==> src/rtl/sivl_pkg.sv <==
// Package for the signed integer list validator: character codes, limits,
// token mode and error kind types, and character class helpers.
// No dependencies.
package sivl_pkg;

  // Default width of the token counter; the reported count is 16 bits.
  localparam int DefCountWidth = 16;
  localparam int OutCountWidth = 16;

  // Magnitude register holds the digit value, saturating at 2^32.
  localparam int MagWidth  = 33;
  localparam int ProdWidth = 36;
  localparam logic [MagWidth-1:0] MAG_CAP   = 33'h1_0000_0000;
  localparam logic [MagWidth-1:0] POS_LIMIT = 33'h0_7FFF_FFFF;
  localparam logic [MagWidth-1:0] NEG_LIMIT = 33'h0_8000_0000;

  // Character codes.
  localparam logic [7:0] CHAR_ZERO  = 8'h30;
  localparam logic [7:0] CHAR_NINE  = 8'h39;
  localparam logic [7:0] CHAR_PLUS  = 8'h2B;
  localparam logic [7:0] CHAR_MINUS = 8'h2D;
  localparam logic [7:0] CHAR_SPACE = 8'h20;
  localparam logic [7:0] CHAR_TAB   = 8'h09;
  localparam logic [7:0] CHAR_CR    = 8'h0D;

  // Token mode, one-hot.
  typedef enum logic [2:0] {
    MODE_GAP    = 3'b001,
    MODE_SIGN   = 3'b010,
    MODE_DIGITS = 3'b100
  } mode_t;

  // Error kind as reported on the result port.
  typedef enum logic [1:0] {
    ERR_NONE     = 2'd0,
    ERR_BAD_CHAR = 2'd1,
    ERR_RANGE    = 2'd2,
    ERR_EMPTY    = 2'd3
  } err_t;

  // Whitespace: space, or tab through carriage return.
  function automatic logic is_blank(input logic [7:0] c);
    is_blank = (c == CHAR_SPACE) || ((c >= CHAR_TAB) && (c <= CHAR_CR));
  endfunction

  function automatic logic is_digit(input logic [7:0] c);
    is_digit = (c >= CHAR_ZERO) && (c <= CHAR_NINE);
  endfunction

  function automatic logic is_sign(input logic [7:0] c);
    is_sign = (c == CHAR_PLUS) || (c == CHAR_MINUS);
  endfunction

endpackage

==> src/rtl/signed_int_list_validator.sv <==
// Top level of the signed integer list validator: input register, token
// state update and result register in one module.
// Depends on sivl_pkg.
//
//  channel | signals                                   | dir | notes
//  --------+-------------------------------------------+-----+-------------------------
//  input   | in_valid, in_ready, text_char, end_of_text | in  | one character per item
//  result  | out_valid, out_ready, token_count,        | out | one result per end of
//          | accepted, error_kind                      |     | text
//
// One character is taken per cycle unless the input stalls; the token state is
// updated in the cycle after a character is registered, and a result is loaded
// when the end-of-text item moves on from the input register.
// Reset clears the token state, the error flag and both valid flags.
// The input only stalls when an end-of-text item waits in the input register
// while the previous result has not been taken.
module signed_int_list_validator #(
  parameter int COUNT_WIDTH = sivl_pkg::DefCountWidth
) (
  input  logic                                clk,
  input  logic                                rst,
  input  logic                                in_valid,
  output logic                                in_ready,
  input  logic [7:0]                          text_char,
  input  logic                                end_of_text,
  output logic                                out_valid,
  input  logic                                out_ready,
  output logic [sivl_pkg::OutCountWidth-1:0]  token_count,
  output logic                                accepted,
  output logic [1:0]                          error_kind
);
  import sivl_pkg::*;

  localparam logic [COUNT_WIDTH-1:0] CountMax = '1;

  // Input register.
  logic       item_valid;
  logic [7:0] char_q;
  logic       eot_q;

  // Token state.
  mode_t                  mode, mode_next;
  logic                   negative, negative_next;
  logic [MagWidth-1:0]    magnitude, magnitude_next;
  logic [COUNT_WIDTH-1:0] count, count_next;
  err_t                   error_code, error_code_next;

  // Result register.
  logic [COUNT_WIDTH-1:0] res_count;
  err_t                   res_err;

  logic                   advance;
  logic [ProdWidth-1:0]   mag_prod;
  logic [MagWidth-1:0]    mag_sat;
  logic [MagWidth-1:0]    limit;
  logic [COUNT_WIDTH-1:0] close_count;
  err_t                   close_err;
  err_t                   final_err;

  // The registered item moves on unless it is an end of text facing a full
  // result register.
  assign advance  = item_valid && (!eot_q || !out_valid || out_ready);
  assign in_ready = !item_valid || advance;

  always_ff @(posedge clk) begin
    if (rst) begin
      item_valid <= 1'b0;
    end else if (in_ready) begin
      item_valid <= in_valid;
    end
    if (in_ready && in_valid) begin
      char_q <= text_char;
      eot_q  <= end_of_text;
    end
  end

  // Next magnitude: times ten plus the digit, saturating at the cap.
  assign mag_prod = ({3'b000, magnitude} << 3) + ({3'b000, magnitude} << 1)
                  + ProdWidth'(char_q[3:0]);
  assign mag_sat  = (mag_prod > ProdWidth'(MAG_CAP)) ? MAG_CAP : mag_prod[MagWidth-1:0];
  assign limit    = negative ? NEG_LIMIT : POS_LIMIT;

  // Closing the current token at whitespace or end of text.
  always_comb begin
    close_count = count;
    close_err   = error_code;
    case (mode)
      MODE_GAP: begin
      end
      MODE_SIGN: begin
        close_err = ERR_BAD_CHAR;
      end
      MODE_DIGITS: begin
        if (magnitude > limit) begin
          close_err = ERR_RANGE;
        end else if (count != CountMax) begin
          close_count = count + 1'b1;
        end
      end
      default: begin
      end
    endcase
  end

  // Error kind reported at end of text.
  always_comb begin
    final_err = close_err;
    if (close_err == ERR_NONE && close_count == '0) begin
      final_err = ERR_EMPTY;
    end
  end

  // Token state update for one registered item.
  always_comb begin
    mode_next       = mode;
    negative_next   = negative;
    magnitude_next  = magnitude;
    count_next      = count;
    error_code_next = error_code;
    if (advance) begin
      if (eot_q) begin
        mode_next       = MODE_GAP;
        negative_next   = 1'b0;
        magnitude_next  = '0;
        count_next      = '0;
        error_code_next = ERR_NONE;
      end else if (error_code == ERR_NONE) begin
        if (is_digit(char_q)) begin
          magnitude_next = mag_sat;
          mode_next      = MODE_DIGITS;
        end else if (is_sign(char_q)) begin
          if (mode == MODE_GAP) begin
            mode_next     = MODE_SIGN;
            negative_next = (char_q == CHAR_MINUS);
          end else begin
            error_code_next = ERR_BAD_CHAR;
          end
        end else if (is_blank(char_q)) begin
          count_next      = close_count;
          error_code_next = close_err;
          mode_next       = MODE_GAP;
          negative_next   = 1'b0;
          magnitude_next  = '0;
        end else begin
          error_code_next = ERR_BAD_CHAR;
        end
      end
    end
  end

  always_ff @(posedge clk) begin
    if (rst) begin
      mode       <= MODE_GAP;
      negative   <= 1'b0;
      magnitude  <= '0;
      count      <= '0;
      error_code <= ERR_NONE;
    end else begin
      mode       <= mode_next;
      negative   <= negative_next;
      magnitude  <= magnitude_next;
      count      <= count_next;
      error_code <= error_code_next;
    end
  end

  // Result register, loaded at end of text.
  always_ff @(posedge clk) begin
    if (rst) begin
      out_valid <= 1'b0;
    end else if (advance && eot_q) begin
      out_valid <= 1'b1;
    end else if (out_ready) begin
      out_valid <= 1'b0;
    end
    if (advance && eot_q) begin
      // An earlier error freezes the count at its value before that error.
      res_count <= (error_code == ERR_NONE) ? close_count : count;
      res_err   <= (error_code == ERR_NONE) ? final_err : error_code;
    end
  end

  assign token_count = OutCountWidth'(res_count);
  assign error_kind  = res_err;
  assign accepted    = (res_err == ERR_NONE);

  // The magnitude never passes its saturation value.
  assert property (@(posedge clk) disable iff (rst) magnitude <= MAG_CAP)
    else $error("magnitude above saturation value");

  // After an end of text the token state is back at its start.
  assert property (@(posedge clk) disable iff (rst)
    advance && eot_q |=> mode == MODE_GAP && count == '0 && error_code == ERR_NONE)
    else $error("state not cleared after end of text");

  // An error stays until the end of text.
  assert property (@(posedge clk) disable iff (rst)
    error_code != ERR_NONE && !(advance && eot_q) |=> error_code == $past(error_code))
    else $error("error flag not sticky");

  // The input side only stalls behind a blocked end of text.
  assert property (@(posedge clk) disable iff (rst)
    !in_ready |-> item_valid && eot_q && out_valid && !out_ready)
    else $error("input stalled without cause");

  // A result never claims success with an error kind set.
  assert property (@(posedge clk) disable iff (rst)
    out_valid && accepted |-> error_kind == ERR_NONE)
    else $error("accepted with error");

endmodule

==> config.mk <==
export PLATFORM = sky130hd
export DESIGN_NAME = signed_int_list_validator
export DESIGN_NICKNAME = d
export VERILOG_FILES = /design/src/rtl/sivl_pkg.sv /design/src/rtl/signed_int_list_validator.sv
export SDC_FILE = /design/constraint.sdc
export NUM_CORES = 1
export LEC_CHECK = 0
export BUFFER_PORTS_ARGS = -buffer_cell sky130_fd_sc_hd__clkbuf_2
export CORE_UTILIZATION = 51
export DETAILED_ROUTE_END_ITERATION = 6
export PLACE_DENSITY = 0.71
export SLEW_MARGIN = 10
export SYNTH_ARGS = -nofsm -noshare
export SYNTH_HDL_FRONTEND = slang
export SYNTH_SLANG_ARGS = --single-unit
==> constraint.sdc <==
create_clock -name clk -period 3.9 [get_ports clk]
set_input_delay 0.39 -clock clk [delete_from_list [all_inputs] [get_ports clk]]
set_output_delay 0.39 -clock clk [all_outputs]
set_load 0.005 [all_outputs]
# After elaboration in Yosys (flattened, before gate mapping)
# Index checks and enable logic that the tools add are counted.
# totals
elab_cells	102
regBits	84
input_bits	13
out_inout_bits	21
# op_classes
eq_ne	13
add_sub_neg	3
n_lt_le_gt_ge	6
muxes	40
reduce_logical	29
# op_table
op	n
$mux 33	6
$mux 16	9
$add 36x34->36	1
$add 36x4->36	1
$gt 36x33->1 const B	1
$gt 33x32->1	1
$mux 32	1
$eq 8x6->1 const B	3
$mux 2	9
$mux 3	6
$add 16x1->16 const B	1
$logic_not 16->1	1
$ne 16x16->1 const B	1
$reduce_and 4->1	3
$reduce_and 5->1	2
$ge 8x4->1 const B	1
$ge 8x6->1 const B	1
$le 8x4->1 const B	1
$le 8x6->1 const B	1
$mux 1	8
$logic_and 1x1->1	6
$logic_not 2->1	3
$ne 3x3->1 const B	2
$reduce_bool 2->1	3
other kinds (11)	19

# Depth between registers and ports, before layout
# Gate-level depths: netlist of run 1.
# depth
ltp_word	9
ltp_mapped	15
ltp_nobuf	14

# Worst setup path before layout of run 1
# OpenSTA, ideal clock, no wires.
# synth_timing
path_type	register -> register
from	register char_q[3]
to	register magnitude[20]
path_stages_with_launch	15
period_less_slack_ns	4.197
required_ns	3.840
slack_ns	-0.297
t_arrival_ns	4.137
path_cell_list	edfxtp_1 inv_1 fa_1 fa_1 nand2b_1 a211oi_1 o2111ai_1 a31oi_1 nor2_4 o21ai_0 xor2_1 or4b_2 o31ai_4 buf_6 a32o_2
# synth_via
elab_chain_len	6
elab_cells_between_ends	20
cone_classes	1 x add/sub; 5 x order compare; 4 x eq/ne; 4 x mux; 6 x reduce/logical
# synth_lines
item	line_no	source
start: declaration	signed_int_list_validator.sv:38	logic [7:0] char_q;
start signal: assignment	signed_int_list_validator.sv:72	char_q <= text_char;
$add 36x4->36	signed_int_list_validator.sv:79	+ ProdWidth'(char_q[3:0]);
$gt 36x33->1	signed_int_list_validator.sv:80	assign mag_sat = (mag_prod > ProdWidth'(MAG_CAP)) ? MAG_CAP : mag_prod[MagWidth-1:0];
$mux 33	signed_int_list_validator.sv:80	
$mux 33	signed_int_list_validator.sv:128	if (is_digit(char_q)) begin
$mux 33	signed_int_list_validator.sv:127	end else if (error_code == ERR_NONE) begin
$mux 33	signed_int_list_validator.sv:121	if (eot_q) begin
end signal: assignment	signed_int_list_validator.sv:161	magnitude <= magnitude_next;
end: declaration	signed_int_list_validator.sv:44	logic [MagWidth-1:0] magnitude, magnitude_next;
# Parallel ways exist; a longest one is shown, timed or not. The select of a mux whose other input is x is not followed.
# A chain may end at the register's enable or synchronous reset.

# Worst setup path after layout of run 1
# layout_timing
from	register char_q[3]
to	register magnitude[12]
# Same word-level chain as after synthesis.

==> results of run 1 <==
area by class of cell:
type / count / area [µm²]
Fill cell: 1117 / 4986
Multi-Input combinational cell: 674 / 4908
Sequential cell: 84 / 1953
Timing Repair Buffer: 110 / 825.8
Clock buffer: 9 / 225.2
Tap cell: 176 / 220.2
Inverter: 27 / 101.3
Clock inverter: 7 / 75.07
registers in the layout, summed over array words and instances, names as in the netlist:
register,count
item_valid,1
out_valid,1
magnitude,33
error_code,2
count,16
eot_q,1
error_kind,2
negative,1
char_q,8
mode,3
token_count,16
how the worst min path moves through the flow:
stage	startpoint	end	slack, ps	cells past startpoint
after floorplan	magnitude[2]	magnitude[2]	470	1
after global routing	text_char[5]	char_q[5]	210	1
after detailed placement	mode[1]	mode[1]	490	2
after CTS	text_char[7]	char_q[7]	220	1
final	text_char[7]	char_q[7]	220	1
after global placement	mode[1]	mode[1]	480	2
cells in the mapped netlist, types with 5 or more instances:
cell type / count
o21ai_0: 37
nand2b_1: 14
dfxtp_1: 57
o211ai_1: 7
and2_1: 5
nand3_1: 23
xnor2_1: 26
and4_1: 7
a32o_2: 8
mux2i_1: 5
nand4_1: 23
nand2_1: 63
nor4_1: 12
and3_1: 5
a21oi_1: 69
edfxtp_1: 27
ha_1: 98
nor2b_1: 10
o21ai_1: 8
inv_1: 27
a31oi_1: 7
clkbuf_1: 31
or3_1: 5
xor2_1: 15
nor3_1: 29
nor2_1: 76
or4_1: 5
a211oi_1: 11
a32o_1: 20
a21o_1: 10
metrics by stage:
stage	hold slack (ps)	power, mW	util, %	worst slack [ps]
after floorplan	465.6	0.9834	-	-76.54
after global placement	482.1	1.010	58.72	-160.4
after detailed placement	494.0	1.014	58.72	-205.3
after CTS	215.7	1.864	61.66	-117.6
after global routing	208.6	1.914	62.50	-310.4
final	224.4	1.853	62.50	-162.0
layout by cell type (no fill, tap or decap), types with 4 or more instances in the layout:
cell type,synthesis,routed
clkbuf_16,0,10
a32o_2,8,8
or3_1,5,5
and2_1,5,5
nand2b_1,14,13
o21ai_0,37,35
edfxtp_1,27,27
a21o_1,10,10
o211ai_1,7,7
a211oi_1,11,10
inv_1,27,24
a22oi_1,4,4
o31a_1,4,4
clkbuf_2,0,33
o21a_1,4,4
a32o_1,20,20
a31oi_1,7,6
o21ai_1,8,10
mux2i_1,5,5
ha_1,98,96
nor3_1,29,29
buf_4,0,70
nor2b_1,10,10
nand4_1,23,23
a21oi_1,69,67
dfxtp_1,57,56
nor4_1,12,9
and3_1,5,5
xor2_1,15,15
xnor2_1,26,26
and4_1,7,7
nand4b_1,4,4
nand3_1,23,22
nor2_1,76,75
nand2_1,63,63
cell families after synthesis:
logic type,after synthesis,synth area share [%]
simple gates,294,21.18
compound gates,232,22.77
fa+ha+maj,100,18.09
flops,84,27.88
buf+inv,64,3.914
xor+xnor,41,5.130
mux,7,1.037
critical path, delay by kind of cell, from the launching register on:
kind                     cells  cell delay, ps
AND/OR/NAND/NOR              6            1790
adder cells (fa/ha/maj)      2            1000
AO/OA/AOI/OAI                2             360
flip-flops                   1             400
buffers and inverters        4             450
per-layer routing:
metal  vias up  track usage, %
met4         0           9.177
met1      3194           35.27
met5         -               0
met3        27           4.119
met2       196           43.93
li1       3296               -
what timing repair did:
| item | CTS | global route |
|---|---|---|
| hold buffers | 0 | 0 |
| gates cloned | 1 | 1 |
| pin swaps | 9 | 11 |
| setup buffers | 4 | 3 |
| endpoints found under the setup margin | 28 | 35 |
| gates resized for setup | 11 | 11 |
where the power goes:
group	switching [mW]	internal, mW	leakage (nW)
combinational	0.0485	0.0293	2.83
sequential	0.00912	0.912	0.738
clock	0.355	0.499	0.140
==> flow_summary.ini, run 1 <==
[sta]
max_slew_margin_pct = 41.99
drv_slew = 0
finalSetupTns_ps = -3913
fin_worst_skew_ps = 7.700
rsz0062_at_grt = yes
min_period_ps = 4062
worst_pin_slew_ps = 866.1
hold_violations = 0
setup_viol = 28
max_freq_mhz = 246.2
min_period_over_period_pct = 104.2
setup_slack_ps = -162.0

[critical_path]
cp-end-kind = register
r2r_cells = 14
rr_endpoint = magnitude[12]
timing.rr.start = char_q[3]
critPathRequiredTime_ps = 4180
crit_fanout = 5
crit_path_top_delay_cell = fa_2
crit_path_end = magnitude[12]
critPathKind = register to register
crit_chain = inv_2, fa_1, fa_2, inv_2, or4_1, or4_4, or4_4, nor4_4, nor3b_2, nand4b_1, o31ai_4, buf_6, clkbuf_16, a32o_1
cp_slowest_stage_delay_ps = 550
cp.arrival_ps = 4340
r2r_slack_ps = -160
start_kind = register
critPathLaunch = char_q[3]

[detailed_routing]
drt-met1-wl_um = 8570
wl_per_cell_um = 17.31
drt-vias-per-instance = 6.176
ant_nets = 0
maxUsedRoutingLayer = met4
dr.pass1.iters = 5
drt-total-wl_um = 18820
drtIter0Drc = 601
dr_wl_met2_um = 8841
route.met3.wl_um = 1055
drc = 0
vias = 6713

[layout]
syn_to_final_growth_pct = 18.70
fin_area_um2 = 8309
diodes = 0
drive_gt1_share_pct = 18.88
final-instance-count-excl-fill = 1087
layout.nets = 1019

[floorplanning]
dieHeight_um = 119.2
io_pins = 34
start_util_pct = 52.65
die_area_um2 = 14200
die_x_um = 119.2
std_cell_rows = 42
core_um2 = 13300

[placed_design]
dp.cells = 1062
hpwlAfterDp_um = 14410
port_buffers = 33
gp_congestion = 0.9580
place_area_um2 = 7807

[clock_network]
htreeDepth = 3
clockRootBuffer = clkbuf_16
numCtsBuffers = 9
clk_latency_ps = 340
cts_tree = yes
cts.sinks = 84
clock_path_buffers = 2
clkTransAtPathRegs_ps = 60

[synthesis]
ys_async_sr_fraction_pct = 0
synth_top_area_share_pct = 17.52
ys_ff_latch = 84
synthTopCellsByArea = ha_1, dfxtp_1, edfxtp_1, a21oi_1, nor2_1
avgSynthCellArea_um2 = 8.516
syn_inst = 822
synth.yosys.seq_area_share_pct = 27.88
yosys_warnings = 0
yosys.area.top_type = ha_1
synth_edf_count = 27
yosysUniqueCellTypes = 73
syn-num-nets = 935
syn_area_um2 = 7000
synth_ff_type = dfxtp_1

[job]
maxCapViolCount = 0

[global_route]
grt_pass1_wl_um = 30640
grt_max_degree = 35
antenna_found_initial = 0
grt_overflow_total = 0
grt_pass1_vias = 6437
grtUsageTotal_pct = 26.64

[run_status]
violations = negative setup slack
status = finished, violations left

[min_path]
hp-class = input port to register

[power_and_ir_drop]
power.leakage_nw = 3.710
p_per_area_nw_per_um2 = 223.0
vdd_ir_drop_max_mv = 0.2675
(Power assumes the default switching activity.)
==> run 2: changes to the inputs <==
--- a/config.mk
+++ b/config.mk
@@ -9,6 +9,7 @@
 export CORE_UTILIZATION = 51
 export DETAILED_ROUTE_END_ITERATION = 6
 export PLACE_DENSITY = 0.71
+export SETUP_SLACK_MARGIN = 0.2
 export SLEW_MARGIN = 10
 export SYNTH_ARGS = -nofsm -noshare
 export SYNTH_HDL_FRONTEND = slang
==> flow_summary.ini, run 2 (synthesis gave the netlist of run 1 again) <==
[detailed_routing]
wl_per_cell_um = 17.82
dr.pass1.iters = 5
drtIter0Drc = 563
drt-vias-per-instance = 6.284
ant_nets = 0
vias = 6818
drc = 0
drt-total-wl_um = 19330

[sta]
drv_slew = 0
rsz0062_at_grt = yes
worst_pin_slew_ps = 952.3
max_freq_mhz = 244.8
setup_viol = 28
fin_worst_skew_ps = 7.346
setup_slack_ps = -184.4
max_slew_margin_pct = 35.71
finalSetupTns_ps = -4648
min_period_ps = 4084
hold_violations = 0
min_period_over_period_pct = 104.7

[power_and_ir_drop]
pwr-share-seq_pct = 49.5
clkPwrFrac_pct = 46.3
vdd_ir_drop_max_mv = 0.2784
p_per_area_nw_per_um2 = 219.9
netSwitchingPower_mw = 0.4192
p_comb_share_pct = 4.2
p_int_mw = 1.441
switching_share_pct = 22.53
power.leakage_nw = 3.764

[layout]
final_cell_mix = ha_1, nor2_1, a21oi_1, buf_4, nand2_1
final_common_cell = ha_1
syn_to_final_growth_pct = 20.84
top_register = magnitude
diodes = 0
layout.nets = 1017
drive_gt1_share_pct = 20.46
nFillCells = 1094
largest_register_ff_count = 33
final_util_pct = 63.63
multi_input_area_um2 = 5032
regArea_um2 = 1957

[critical_path]
crit_path_top_delay_cell = fa_1
cp_slowest_stage_delay_ps = 580
crit_chain = inv_1, fa_1, inv_1, ha_4, a21o_1, a21oi_2, xnor2_2, or4_4, or4_4, nor4_4, nor3b_2, nand4b_1, o31ai_4, buf_6, clkbuf_16, a32o_1
timing.rr.start = magnitude[2]
crit_buf_inv = 4
r2r_slack_ps = -180
critPathTopFamily = simple AND/OR/NAND/NOR gates
cp-end-kind = register
start_kind = register
critPathRequiredTime_ps = 4190
rr_endpoint = magnitude[10]
crit_fanout = 10
critPathKind = register to register
r2r_cells = 16
cp.arrival_ps = 4370

[min_path]
min_to = char_q[5]
holdPathStages = 1
hp-class = input port to register
min_from = text_char[5]

[floorplanning]
die_area_um2 = 14200
dieHeight_um = 119.2
start_util_pct = 52.65
die_x_um = 119.2
std_cell_rows = 42
core_um2 = 13300
io_pins = 34

[global_route]
grtUsageTotal_pct = 27.11
antenna_found_initial = 0
grt_overflow_total = 0
grt_pass1_vias = 6509
grt_max_degree = 35
grt_pass1_wl_um = 31280

[placed_design]
gp_congestion = 0.9693
port_buffers = 33
hpwlAfterDp_um = 14230
dp_slack_ps = -234.5

[clock_network]
clockRootBuffer = clkbuf_16
clk_latency_ps = 340
htreeDepth = 3
cts_tree = yes
clock_path_buffers = 2
clkTransAtPathRegs_ps = 60
numCtsBuffers = 9
cts.sinks = 84

[run_status]
status = finished, violations left
violations = negative setup slack

[job]
maxCapViolCount = 0
-- run 2: cell count changes in the layout (fill, tap and decap cells not counted), moves of 2 or more --
| cell | before | now |
|---|---|---|
| clkbuf_16 | 10 | 13 |
| ha_1 | 96 | 94 |
| ha_4 | 1 | 4 |
| nor4_4 | 1 | 3 |
| nor4_1 | 9 | 7 |
| nor2_1 | 75 | 72 |
| nor2_2 | 1 | 4 |
| buf_4 | 70 | 65 |
-- run 2: layout make-up --
| class | count | share of cell area [%] |
|---|---|---|
| Timing Repair Buffer | 108 | 10.01 |
| Clock inverter | 7 | 0.9022 |
| Multi-Input combinational cell | 674 | 59.49 |
| Clock buffer | 9 | 2.662 |
| Inverter | 27 | 1.198 |
| Sequential cell | 84 | 23.13 |
| Tap cell | 176 | 2.603 |
-- run 2: routing by layer --
layer / GRT usage (%) / share of wire [%] / vias up
met3: 3.640 / 6.0 / 33
met1: 36.48 / 44 / 3254
met2: 44.73 / 48 / 233
li1: - / - / 3298
met5: 0 / 0 / -
met4: 8.782 / 2.4 / 0
-- run 2: what timing repair did --
| item | in CTS | in global routing |
|---|---|---|
| gates resized for setup | 22 | 22 |
| gates cloned | 0 | 4 |
| endpoints found under the setup margin | 34 | 35 |
| hold endpoints to repair | 0 | 0 |
| setup buffers | 2 | 4 |
| hold buffers | 0 | 0 |
| pin swaps | 5 | 8 |
-- run 2: power groups by stage --
stage                     clock network, mW  logic (mW)  registers (mW)
after floorplan                           0      0.0444           0.939
after global placement                    0      0.0699           0.940
after detailed placement                  0      0.0718           0.940
after CTS                             0.872      0.0738           0.921
after global routing                  0.906      0.0869           0.922
final                                 0.861      0.0786           0.921
-- run 2: through the flow --
stage               power (mW)  cells  instance area (µm²)  hold WS, ps
floorplan               0.9834    822                 7038        465.6
finish                   1.860   1085                 8459        219.4
detailed placement       1.012   1059                 7785        497.9
CTS                      1.867   1077                 8199        212.4
global route             1.915   1085                 8459        206.5
global placement         1.010   1059                 7785        481.7
-- run 2: how the worst max path moves through the flow --
stage                 start  slack (ps)  depth (start not counted)            end
2_1_floorplan     char_q[2]         -80                         14  magnitude[20]
3_3_place_gp      char_q[3]        -140                         13  magnitude[20]
3_5_place_dp      char_q[3]        -230                         13   magnitude[0]
4_1_cts           char_q[3]        -140                         13   magnitude[0]
5_1_grt           char_q[3]        -290                         14   magnitude[4]
6_report       magnitude[2]        -180                         16  magnitude[10]
